### src/fp32ta_pkg.sv
// Package with the field widths and helper functions of the truncating adder.
`timescale 1ns / 1ps

package fp32ta_pkg;

   localparam int FRAC_W    = 23;            // stored fraction bits
   localparam int EXP_W     = 8;             // exponent field bits
   localparam int MAN_W     = FRAC_W + 1;    // mantissa with hidden bit
   localparam int SUM_W     = MAN_W + 1;     // mantissa sum with carry
   localparam int PEXP_W    = EXP_W + 1;     // exponent bits that reach the packed word
   localparam int LZ_W      = 5;             // leading-zero count over the sum
   localparam int DIFF_W    = 5;             // capped alignment distance
   localparam int ALIGN_CAP = 24;

   typedef logic [FRAC_W-1:0] frac_type;
   typedef logic [EXP_W-1:0]  exp_type;
   typedef logic [MAN_W-1:0]  man_type;
   typedef logic [SUM_W-1:0]  sum_type;
   typedef logic [LZ_W-1:0]   lz_type;
   typedef logic [DIFF_W-1:0] diff_type;

   // Leading zeros of the mantissa sum; an all-zero sum gives SUM_W.
   function automatic lz_type count_lz(input sum_type value);
      lz_type n;
      logic   found;
      n     = LZ_W'(SUM_W);
      found = 1'b0;
      for (int i = SUM_W - 1; i >= 0; i--) begin
         if (value[i] && !found) begin
            n     = LZ_W'(SUM_W - 1 - i);
            found = 1'b1;
         end
      end
      return n;
   endfunction

endpackage

### src/fp32_truncating_adder.sv
// Four-stage pipelined single-precision adder with truncation and no special cases.
`timescale 1ns / 1ps

// fp32_truncating_adder adds two single-precision bit patterns and returns the
// sum as a bit pattern. It accepts one transfer per cycle while the result
// side does not stall, and each result passes through four register stages
// (order and align distance, mantissa add, leading-zero count, normalize and
// pack). A stall on the result side freezes the whole pipeline, so nothing
// is lost or repeated. There is no rounding and no handling of zero,
// denormal, infinity or NaN: the hidden bit is always set, dropped bits are
// truncated, and the exponent wraps into the sign bit on overflow or
// underflow. An exact cancellation returns the lead sign with the exponent
// lowered by 24.
module fp32_truncating_adder (
   input  logic        clock,
   input  logic        reset,
   input  logic        req_valid,
   output logic        req_stall,
   input  logic [31:0] req_operand_a,
   input  logic [31:0] req_operand_b,
   output logic        rsp_valid,
   input  logic        rsp_stall,
   output logic [31:0] rsp_sum_bits
);

   logic advance;

   // Stage 1: ordered operands.
   logic                 s1_valid_ff;
   logic                 s1_sign_ff, s1_sub_ff;
   fp32ta_pkg::exp_type  s1_exp_ff;
   fp32ta_pkg::frac_type s1_big_frac_ff, s1_small_frac_ff;
   fp32ta_pkg::diff_type s1_diff_ff;

   // Stage 2: mantissa sum.
   logic                 s2_valid_ff, s2_sign_ff;
   fp32ta_pkg::exp_type  s2_exp_ff;
   fp32ta_pkg::sum_type  s2_sum_ff;

   // Stage 3: leading-zero count.
   logic                 s3_valid_ff, s3_sign_ff;
   fp32ta_pkg::exp_type  s3_exp_ff;
   fp32ta_pkg::sum_type  s3_sum_ff;
   fp32ta_pkg::lz_type   s3_lz_ff;

   // Stage 4: packed result.
   logic                 rsp_valid_ff;
   logic [31:0]          rsp_sum_ff;

   // The whole pipeline moves unless a finished result is being held.
   assign advance   = !(rsp_valid_ff && rsp_stall);
   assign req_stall = !advance;

   // Stage 1 logic: the operand with the larger magnitude leads; equal
   // magnitudes keep operand_a in the lead.
   logic [31:0]          big_in, small_in;
   logic [fp32ta_pkg::EXP_W-1:0] exp_diff_in;
   fp32ta_pkg::diff_type diff_in;

   always_comb begin
      if (req_operand_a[30:0] < req_operand_b[30:0]) begin
         big_in   = req_operand_b;
         small_in = req_operand_a;
      end else begin
         big_in   = req_operand_a;
         small_in = req_operand_b;
      end
      exp_diff_in = big_in[30:23] - small_in[30:23];
      if (exp_diff_in > fp32ta_pkg::EXP_W'(fp32ta_pkg::ALIGN_CAP)) begin
         diff_in = fp32ta_pkg::DIFF_W'(fp32ta_pkg::ALIGN_CAP);
      end else begin
         diff_in = exp_diff_in[fp32ta_pkg::DIFF_W-1:0];
      end
   end

   // Stage 2 logic: align the smaller mantissa and add or subtract. The lead
   // mantissa is never below the aligned one, so the result is not negative.
   fp32ta_pkg::man_type big_man, small_man;
   fp32ta_pkg::sum_type sum_in;

   always_comb begin
      big_man   = {1'b1, s1_big_frac_ff};
      small_man = {1'b1, s1_small_frac_ff} >> s1_diff_ff;
      if (s1_sub_ff) begin
         sum_in = {1'b0, big_man} - {1'b0, small_man};
      end else begin
         sum_in = {1'b0, big_man} + {1'b0, small_man};
      end
   end

   // Stage 4 logic: a shift left by the count, taken from a word with one
   // extra low bit, covers both the carry case (one step right) and the
   // cancellation cases (steps left).
   logic [fp32ta_pkg::SUM_W:0]    norm_word;
   logic [fp32ta_pkg::PEXP_W-1:0] exp_out;

   always_comb begin
      norm_word = {s3_sum_ff, 1'b0} << s3_lz_ff;
      exp_out   = {1'b0, s3_exp_ff} + fp32ta_pkg::PEXP_W'(1)
                  - fp32ta_pkg::PEXP_W'(s3_lz_ff);
   end

   always_ff @(posedge clock) begin
      if (reset) begin
         s1_valid_ff  <= 1'b0;
         s2_valid_ff  <= 1'b0;
         s3_valid_ff  <= 1'b0;
         rsp_valid_ff <= 1'b0;
      end else if (advance) begin
         s1_valid_ff  <= req_valid;
         s2_valid_ff  <= s1_valid_ff;
         s3_valid_ff  <= s2_valid_ff;
         rsp_valid_ff <= s3_valid_ff;
      end
   end

   always_ff @(posedge clock) begin
      if (advance) begin
         s1_sign_ff       <= big_in[31];
         s1_sub_ff        <= big_in[31] ^ small_in[31];
         s1_exp_ff        <= big_in[30:23];
         s1_big_frac_ff   <= big_in[22:0];
         s1_small_frac_ff <= small_in[22:0];
         s1_diff_ff       <= diff_in;

         s2_sign_ff <= s1_sign_ff;
         s2_exp_ff  <= s1_exp_ff;
         s2_sum_ff  <= sum_in;

         s3_sign_ff <= s2_sign_ff;
         s3_exp_ff  <= s2_exp_ff;
         s3_sum_ff  <= s2_sum_ff;
         s3_lz_ff   <= fp32ta_pkg::count_lz(s2_sum_ff);

         // Exponent bit 8 lands on bit 31 and is OR-ed with the sign.
         rsp_sum_ff <= {s3_sign_ff | exp_out[8], exp_out[7:0],
                        norm_word[fp32ta_pkg::SUM_W-1:2]};
      end
   end

   assign rsp_valid    = rsp_valid_ff;
   assign rsp_sum_bits = rsp_sum_ff;

endmodule
### config.mk
export PLATFORM = sky130hd
export DESIGN_NAME = fp32_truncating_adder
export DESIGN_NICKNAME = d
export VERILOG_FILES = /design/src/fp32ta_pkg.sv /design/src/fp32_truncating_adder.sv
export SDC_FILE = /design/constraint.sdc
export NUM_CORES = 1
export LEC_CHECK = 0
export ABC_AREA = 1
export BUFFER_PORTS_ARGS = -buffer_cell sky130_fd_sc_hd__buf_2
export CAP_MARGIN = 20
export CORE_AREA = 2 2 165 167
export CTS_BUF_LIST = sky130_fd_sc_hd__clkbuf_8 sky130_fd_sc_hd__clkbuf_16
export DETAILED_ROUTE_END_ITERATION = 16
export DIE_AREA = 0 0 167 169
export SLEW_MARGIN = 20
export SYNTH_ARGS = -nofsm -noshare
export SYNTH_HDL_FRONTEND = slang
export SYNTH_SLANG_ARGS = --single-unit
### constraint.sdc
create_clock -name clock -period 6.2 [get_ports clock]
set_input_delay 1.24 -clock clock [delete_from_list [all_inputs] [get_ports clock]]
set_output_delay 1.24 -clock clock [all_outputs]
set_load 0.005 [all_outputs]
After elaboration in Yosys (flattened, before gate mapping)
Index checks and enable logic that the tools add are counted.
{ "totals": {"register_bits": 170, "inputBits": 68, "out_inout_bits": 34} }
{ "classes": {"n_addsub": 5, "n_lt_le_gt_ge": 2, "n_shift": 2, "mux": 75, "bitwise": 2, "reduce_logical": 50} }
{ "op_table": {"columns": ["op", "n"], "rows": [
  ["2-to-1 mux 5 bit", 16],
  ["2-to-1 mux 32 bit", 2],
  ["2-to-1 mux 1 bit", 48],
  ["2-to-1 mux 4 bit", 8],
  ["less-than comparator 31 bit", 1],
  ["left shift 26 x 5 -> 25 bit", 1],
  ["adder 24 x 24 -> 25 bit", 1],
  ["logical AND 1 bit", 25],
  ["2-to-1 mux 25 bit", 1],
  ["subtractor 24 x 24 -> 25 bit", 1],
  ["zero test 1 bit", 24],
  ["right shift 24 x 5 -> 24 bit", 1],
  ["adder 8 x 1 -> 9 bit, second input constant", 1],
  ["OR reduction 9 bit", 1],
  ["subtractor 9 x 5 -> 9 bit", 1],
  ["> comparator 8 x 5 -> 1 bit, second input constant", 1],
  ["subtractor 8 bit", 1],
  ["bitwise OR 1 bit", 1],
  ["bitwise XOR 1 bit", 1]
]} }

Depth between registers and ports, before layout
Gate-level depths: netlist of run 1.
{ "depth": {"word_depth": 97, "depth_mapped": 32} }

Least setup slack after synthesis of run 1
OpenSTA, ideal clock, no wires.
{ "synth_timing": {"kind": "input to output", "from": "in rsp_stall", "to": "out req_stall", "arrival_time_ns": 5.357, "setup_slack_ns": -0.397, "cell_stages": 2, "path_buffers": 0, "path_cell_list": "nand2_1 inv_1"} }
{ "synth_between": {"elab_chain_len": 1} }
{ "synth_lines": {"columns": ["item", "line_no", "text"], "rows": [
  ["start, declared", "fp32_truncating_adder.sv:22", "input logic rsp_stall,"],
  ["logical AND 1 bit", "fp32_truncating_adder.sv:51", "assign advance = !(rsp_valid_ff && rsp_stall);"],
  ["end, declared", "fp32_truncating_adder.sv:18", "output logic req_stall,"]
]} }
Every way passes these cells.

Worst setup path after layout of run 1
{ "layout_timing": {"from": "reg s1_diff_ff[2]", "to": "reg s2_sum_ff[20] (data pin)"} }
{ "layout_between": {"elab_chain_len": 3, "word_cells_on_any_way": 4, "cone_classes": "2 x add/sub; 1 x shift; 1 x mux"} }
{ "layout_lines": {"columns": ["item", "line_no", "text"], "rows": [
  ["start, declared", "fp32_truncating_adder.sv:33", "fp32ta_pkg::diff_type s1_diff_ff;"],
  ["start signal, assigned", "fp32_truncating_adder.sv:124", "s1_diff_ff <= diff_in;"],
  ["right shift 24 x 5 -> 24 bit (*)", "fp32_truncating_adder.sv:83", "small_man = {1'b1, s1_small_frac_ff} >> s1_diff_ff;"],
  ["adder 24 x 24 -> 25 bit or subtractor 24 x 24 -> 25 bit (tied branches)", "fp32_truncating_adder.sv:87, fp32_truncating_adder.sv:85", null],
  ["2-to-1 mux 25 bit (*)", "fp32_truncating_adder.sv:84", "if (s1_sub_ff) begin"],
  ["named net sum_in[20]", "fp32_truncating_adder.sv:79", "fp32ta_pkg::sum_type sum_in;"],
  ["end signal, assigned", "fp32_truncating_adder.sv:128", "s2_sum_ff <= sum_in;"],
  ["end, declared", "fp32_truncating_adder.sv:38", "fp32ta_pkg::sum_type s2_sum_ff;"]
]} }
The timed path passes the listed nets; every way through them passes the cells marked *.
A chain may end at the register's enable or synchronous reset.

==> key figures, run 1 <==
Min path
  • Worst Hold Endpoint: s3_exp_ff[4]$_DFFE_PN_
  • WHS Path Cells: 0
  • Hold wc startpoint: s2_exp_ff[4]$_DFFE_PN_
  • Tightest Hold Check Type: reg2reg

Worst setup path
  • CP most frequent cell: a21oi_1
  • Slowest cell on crit path: edfxtp_1
  • Worst setup EP type: flop
  • Setup crit start: s1_diff_ff[2]$_SDFFCE_PN0N_
  • WP data arrival: 5.16 ns
  • Worst path max stage delay: ~0.84 ns
  • FF-to-FF path depth: 19
  • Worst-path fanout max: 25
  • R2R Path Start: s1_diff_ff[2]$_SDFFCE_PN0N_
  • R2R setup slack: approximately 1.2 ns
  • CP required: ~6.4 ns
  • Critical path class: reg2reg
  • CP Launch Type: flop
  • Crit path cell chain: inv_1, nand3_1, a21oi_1, o21ai_2, ha_1, nand2_2, nor2_4, nand3_2, nor2_4, a21oi_1, xor2_1, ha_1, nand4_1, nor3_1, a21oi_1, o21ai_0, nand3_1, nand2_1, xor2_1
  • Reg2reg end: s2_sum_ff[20]$_DFFE_PN_

Die
  • Die footprint: 0.0282 sq mm
  • Placement Rows: 60
  • Die height: between 150 and 200 um
  • Core Area: around 0.027 sq mm
  • Die Wd: about 170 um
  • Initial Util: between 40 and 50%
  • I/O pin cnt: ~100

Placement
  • Port bufs: ~100
  • GPL Wtd Cong: about 0.9
  • Dpl hpwl: between 20000 and 25000 um
  • Placed inst area: 0.0124 sq mm

Timing
  • Fin crit period: between 4 and 5 ns
  • Post-route clock period utilization: around four fifths
  • Final Skew: approximately 0.014 ns
  • Fin. max-slew vios: 0
  • Setup Viol. Count Final: 0
  • Unrepaired setup endpoints after global routing: false
  • Slew HR: 43.3%
  • TNS Setup: 0 ns
  • Max frequency: 200 MHz
  • Hold Slack: 0.420 ns
  • Actual transition at the worst max-transition pin: between 0.8 and 0.9 ns
  • Final Hold Viols: 0

Layout
  • Post-Route Utilization: 49.2%
  • Synth-to-layout area growth: 11.2%
  • Layout cells sized above 1: 11.2%
  • # diodes: 0
  • Fin nets: between 1500 and 2000
  • Post-Layout Inst Area: approximately 0.013 sq mm

Synth
  • Syn Std Cell Area: approximately 0.012 sq mm
  • Mapped Nets: 1611
  • Ys async rst share: 0%
  • Post-synth EDFFs: approximately 170
  • Netlist cell types: 51
  • Cells after synthesis: 1474
  • Ys Warns: 0
  • Main synth FF type: edfxtp_1
  • Synthesized area per cell: between 7 and 8 sq um
  • Post-synthesis sequential area ratio: around 43%
  • Register bit total from synthesis: roughly 170

GRT
  • Grt ovf: 0
  • Overall Global Routing Usage: between 15 and 20%
  • Number of global-route vias before repair: ~9400
  • Largest net degree at the start of global routing: 117
  • Initial antenna violation count: 0
  • First-pass GRT wire length: roughly 45000 um

Route
  • Vias per cell: between 5 and 6
  • Final wirelength: about 27000 um
  • WL/cell: 14.3 um
  • Via count: 9783
  • Initial DRC Count: between 600 and 700
  • DRC Markers: 0
  • Drt pass-1 iters: 5
  • Post-route ant nets: 0

Job
  • # Max-Cap Violations: 0

Pwr
  • P_int: between 0.003 and 0.004 W
  • Peak VDD IR: around 210 uV
  • Switching pwr: ~0.0021 W
  • Leakage power: 6.15 nW
  • Clock share of power: 19.9%
  • Sequential share of power: between 30% and 40%
  • Overall power: ~0.0054 W
  • Sw Ratio: approximately 40%
  • Power density over the cells: 414 mW/mm^2
  • Comb pwr share: a little over two fifths

Clock network
  • CTS Hold Bufs: 0
  • Post_cts resized: 0
  • CTS root buffer: clkbuf_16
  • Post-CTS setup buffer count: 0
  • Maximum root-to-sink buffer count: 2
  • TritonCTS clock tree: done
  • TritonCTS buffer count: 17
  • H-Tree Depth: 4
  • Clk_lat worst skew: roughly 0.43 ns
  • Clock Sinks: ~170
  • Clk pin slew, worst setup/hold paths: approximately 0.07 ns

Outcome
  • Status: completed
==> routing by layer <==
metal	vias to the layer above	routed length, um	track usage, %
li1	5094	-	-
met1	4425	12100	24.7
met2	209	13200	34.4
met3	55	1030	3.44
met4	0	862	7.87
met5	-	0	0
==> worst max-delay path by stage <==
| stage | endpoint | slack (ns) | cells past startpoint |
|---|---|---|---|
| 2_1_floorplan | req_stall | 1.34 | 2 |
| 3_3_place_gp | s2_sum_ff[24]$_DFFE_PN_ | 1.22 | 23 |
| 3_5_place_dp | s2_sum_ff[24]$_DFFE_PN_ | 1.26 | 23 |
| 4_1_cts | s2_sum_ff[24]$_DFFE_PN_ | 1.24 | 23 |
| 5_1_grt | s2_sum_ff[24]$_DFFE_PN_ | 0.61 | 23 |
| 6_report | s2_sum_ff[20]$_DFFE_PN_ | 1.21 | 19 |
==> cell usage after synthesis (2+ instances only) <==
cell	n	area share, %
a211oi_1	3	0.19
a21o_1	5	0.32
a21oi_1	54	2.3
a21oi_2	2	0.15
a221oi_1	3	0.22
a31oi_1	4	0.21
and2_1	14	0.75
buf_2	12	0.51
buf_6	5	0.48
clkbuf_1	33	1.1
dfxtp_1	4	0.68
edfxtp_1	165	42
fa_1	2	0.34
ha_1	67	7.1
inv_1	167	5.3
inv_2	5	0.16
mux2i_1	3	0.26
nand2_1	452	14
nand2_2	5	0.27
nand2_4	2	0.19
nand3_1	126	5.4
nand3_2	5	0.43
nand3b_1	8	0.51
nand4_1	18	0.96
nor2_1	81	2.6
nor2_2	7	0.37
nor2_4	3	0.29
nor3_1	10	0.43
o211ai_1	4	0.26
o211ai_2	2	0.21
o21a_1	4	0.26
o21ai_0	94	4.0
o21ai_1	17	0.73
o21ai_2	5	0.37
o221ai_1	10	0.75
o22ai_1	8	0.43
o31ai_1	4	0.26
or2_1	3	0.16
xnor2_1	12	0.90
xor2_1	35	2.6
==> stage by stage <==
step / setup slack (ns) / cells
4_1_cts: 1.24 / 1899
3_5_place_dp: 1.26 / 1867
3_3_place_gp: 1.22 / 1867
6_report: 1.21 / 1899
2_1_floorplan: 1.34 / 1474
5_1_grt: 0.611 / 1899
==> registers in the layout, summed over array words and instances (netlist names) <==
name and cells:
s1_sign_ff 1, s3_valid_ff 1, s2_exp_ff 8, rsp_valid 1, s3_sign_ff 1, s1_sub_ff 1
s1_exp_ff 8, s3_lz_ff 5, s1_big_frac_ff 23, s3_sum_ff 24, s1_diff_ff 5, s2_sum_ff 25
s3_exp_ff 8, s1_small_frac_ff 23, rsp_sum_bits 32, s1_valid_ff 1, s2_sign_ff 1, s2_valid_ff 1
==> worst max-delay path, delay by kind of cell, from the launching register on <==
family	cells	cell delay, ns
XOR/XNOR	2	0.23
flip-flops	1	0.84
adder cells (fa/ha/maj)	2	0.64
AND/OR/NAND/NOR	9	1.46
buffers and inverters	1	0.59
AO/OA/AOI/OAI	5	0.95
==> power by group through the flow <==
stage / sequential [W] / clock (W) / combinational, W
after global placement: 0.00205 / 0 / 0.00227
after detailed placement: 0.00206 / 0 / 0.00229
final: 0.00203 / 0.00107 / 0.00229
after global routing: 0.00209 / 0.00114 / 0.00263
after CTS: 0.00204 / 0.00109 / 0.00230
after floorplan: 0.00195 / 0 / 0.00176
==> cells by family after synthesis <==
logic type,synth area share [%]
buffers and inverters,7.62
and+or+nand+nor,27.1
DFF,42.9
xor gates and xnor gates,3.51
AOI/OAI and AO/OA,11.1
muxes,0.256
adders and majority gates,7.49
==> cell type report <==
class / instances / area [sq um]
Sequential cell: 169 / 5030
Clock inverter: 15 / 166
Inverter: 173 / 649
Fill cell: 2627 / 13500
Timing Repair Buffer: 103 / 520
Multi-Input combinational cell: 1081 / 5810
Clock buffer: 17 / 425
Tap cell: 341 / 427
==> cells in the final DEF, fill, tap and decap left out, drive strengths merged, types with 10 or more instances in the layout <==
cell	instances
buf	103
xnor2	12
o221ai	10
and2	14
a21oi	56
ha	67
nor3	11
inv	177
nor2	91
o21ai	117
nand4	18
nand3	131
nand2	459
clkbuf	17
edfxtp	165
xor2	35
No activity file was read; power rests on OpenSTA's default activity.
==> inputs of run 2 (changes only) <==
==> constraint.sdc (replaced) <==
create_clock -name clock -period 4.3 [get_ports clock]
set_input_delay 0.86 -clock clock [delete_from_list [all_inputs] [get_ports clock]]
set_output_delay 0.86 -clock clock [all_outputs]
set_load 0.005 [all_outputs]
==> run 2 against run 1 <==
Net effect:
- cell area is 3.4% higher
- total power is 51% higher
- clock skew is 0.0046 ns lower
- critical path depth is 7 higher
- die area stayed put
- critical endpoint is now s2_sum_ff[24]$_DFFE_PN_
- largest power group unchanged
- highest routed layer unchanged
==> key figures, run 2 (same netlist as run 1, synthesis figures left out) <==
Outcome
  • Status: completed

Pwr
  • Leakage power: 6.35 nW
  • Switching pwr: about 0.0032 W
  • Sequential share of power: ~36%
  • Peak VDD IR: ~320 uV
  • P_int: ~0.0050 W
  • Sw Ratio: 39.1%
  • Clock share of power: ~20%
  • Power density over the cells: ~600 mW/mm^2
  • Comb pwr share: approximately 44%

GRT
  • Initial antenna violation count: 0
  • Overall Global Routing Usage: 19.5%
  • First-pass GRT wire length: approximately 45000 um
  • Largest net degree at the start of global routing: 76
  • Number of global-route vias before repair: between 9000 and 10000
  • Grt ovf: 0

Route
  • DRC Markers: 0
  • WL/cell: 14.0 um
  • Via count: a little under 10000
  • Drt pass-1 iters: 6
  • Final wirelength: approximately 27000 um
  • Initial DRC Count: approximately 610
  • Post-route ant nets: 0
  • Vias per cell: 5.13

Clock network
  • TritonCTS buffer count: 17
  • H-Tree Depth: 4
  • Maximum root-to-sink buffer count: 2
  • Clk_lat worst skew: approximately 0.43 ns
  • TritonCTS clock tree: done
  • CTS root buffer: clkbuf_16
  • Clk pin slew, worst setup/hold paths: about 0.070 ns
  • Clock Sinks: about 170

Die
  • Die footprint: 0.0282 sq mm
  • Initial Util: roughly 44%
  • Core Area: 0.0265 sq mm
  • Placement Rows: 60
  • I/O pin cnt: ~100
  • Die Wd: roughly 170 um
  • Die height: between 150 and 200 um

Timing
  • TNS Setup: 0 ns
  • Post-route clock period utilization: between 90% and 100%
  • Unrepaired setup endpoints after global routing: true
  • Setup Viol. Count Final: 0
  • Final Skew: about 0.0096 ns
  • Max frequency: 244 MHz
  • Slew HR: between 30% and 40%
  • Actual transition at the worst max-transition pin: ~0.91 ns
  • Fin crit period: approximately 4.1 ns
  • Fin. max-slew vios: 0
  • Hold Slack: roughly 0.42 ns
  • Final Hold Viols: 0

Worst setup path
  • CP most frequent cell: nand2_1
  • R2R setup slack: just over 0.2 ns
  • R2R Path Start: s1_diff_ff[0]$_SDFFCE_PN0N_
  • Setup crit start: s1_diff_ff[0]$_SDFFCE_PN0N_
  • Worst setup EP type: flop
  • Worst-path fanout max: 21
  • Worst path max stage delay: approximately 0.46 ns
  • Reg2reg end: s2_sum_ff[24]$_DFFE_PN_
  • WP data arrival: 4.27 ns
  • Worst Setup EP: s2_sum_ff[24]$_DFFE_PN_
  • FF-to-FF path depth: 26
  • Critical path class: reg2reg
  • Slowest cell on crit path: edfxtp_1
  • CP required: 4.48 ns
  • CP Launch Type: flop

Placement
  • Placed cell count: approximately 1900
  • Port bufs: 101
  • Placed inst area: 0.0127 sq mm
  • Dpl hpwl: roughly 21000 um
  • GPL Wtd Cong: between 0.9 and 1

Layout
  • Finished Layout Cells: between 1500 and 2000
  • Layout cells sized above 1: between 10% and 20%
  • Post-Route Utilization: 50.9%
  • Fin nets: between 1500 and 2000
  • Synth-to-layout area growth: 15.0%
  • # diodes: 0
  • Commonest non-fill, non-tap cell in the layout: nand2_1
  • Max reg flops: 32
  • Post-Layout Inst Area: approximately 0.013 sq mm
  • Most frequent cells in the layout: nand2_1 (449), inv_1 (167), edfxtp_1 (165)

Min path
  • Tightest Hold Check Type: reg2reg

Job
  • # Max-Cap Violations: 0
## run 2: changes by cell type in the layout (fill, tap and decap cells not counted), sizes merged
| cell | change |
|---|---|
| clkinv | -3 |
| bufinv | +2 |
| buf | +35 |
| clkinvlp | +1 |
## run 2: how the worst min path moves through the flow
| stage | end | slack [ns] | start | cells past startpoint |
|---|---|---|---|---|
| 2_1_floorplan | s2_exp_ff[0]$_DFFE_PN_ | 0.40 | s1_exp_ff[0]$_DFFE_PN_ | 0 |
| 3_3_place_gp | s2_sign_ff$_DFFE_PN_ | 0.40 | s1_sign_ff$_DFFE_PN_ | 0 |
| 3_5_place_dp | s3_exp_ff[3]$_DFFE_PN_ | 0.40 | s2_exp_ff[3]$_DFFE_PN_ | 0 |
| 4_1_cts | s3_exp_ff[1]$_DFFE_PN_ | 0.42 | s2_exp_ff[1]$_DFFE_PN_ | 0 |
| 5_1_grt | s2_exp_ff[5]$_DFFE_PN_ | 0.42 | s1_exp_ff[5]$_DFFE_PN_ | 0 |
| 6_report | s3_exp_ff[1]$_DFFE_PN_ | 0.42 | s2_exp_ff[1]$_DFFE_PN_ | 0 |
## run 2: final cells by class
type                    count  area [sq um]
fillers                  2577         13000
multi-input cells        1081          5960
flip-flops and latches    169          5030
repair buffers            138           787
inverters                 173           656
well taps                 341           427
clock buffers              17           425
clock inverters            15           196
## run 2: repair_timing
action	in CTS	in global routing
hold buffers	0	0
resized for setup	0	40
buffers inserted	0	4
endpoints found under the hold margin	0	0
endpoints found under the setup margin	0	10
## run 2: power by group through the flow
stage                     logic (W)  clock network (W)  registers [W]
after global placement      0.00338                  0        0.00293
final                       0.00360            0.00163        0.00291
after CTS                   0.00342            0.00166        0.00291
after floorplan             0.00253                  0        0.00281
after detailed placement    0.00340                  0        0.00294
after global routing        0.00409            0.00173        0.00298
## run 2: metal layers
metal / track usage, % / share of wire [%] / vias up
met5: 0 / 0 / -
met3: 2.43 / 3.2 / 46
met4: 7.35 / 2.4 / 0
met2: 35.1 / 50 / 233
met1: 23.8 / 44 / 4483
li1: - / - / 5160
## run 2: through the flow
stage | worst slack (ns) | total power (W)
after floorplan | 0.197 | 0.00535
after global placement | 0.103 | 0.00631
after detailed placement | 0.0642 | 0.00634
after CTS | 0.0443 | 0.00799
after global routing | -0.119 | 0.00880
final | 0.201 | 0.00814
## run 2: worst max-delay path: cells and delay by family, from the launching register on
| kind | cells | cell delay, ns |
|---|---|---|
| simple gates | 14 | 1.42 |
| buf+inv | 3 | 0.31 |
| compound gates | 6 | 1.03 |
| flops | 1 | 0.46 |
| xor+xnor | 1 | 0.14 |
| fa+ha+maj | 2 | 0.49 |
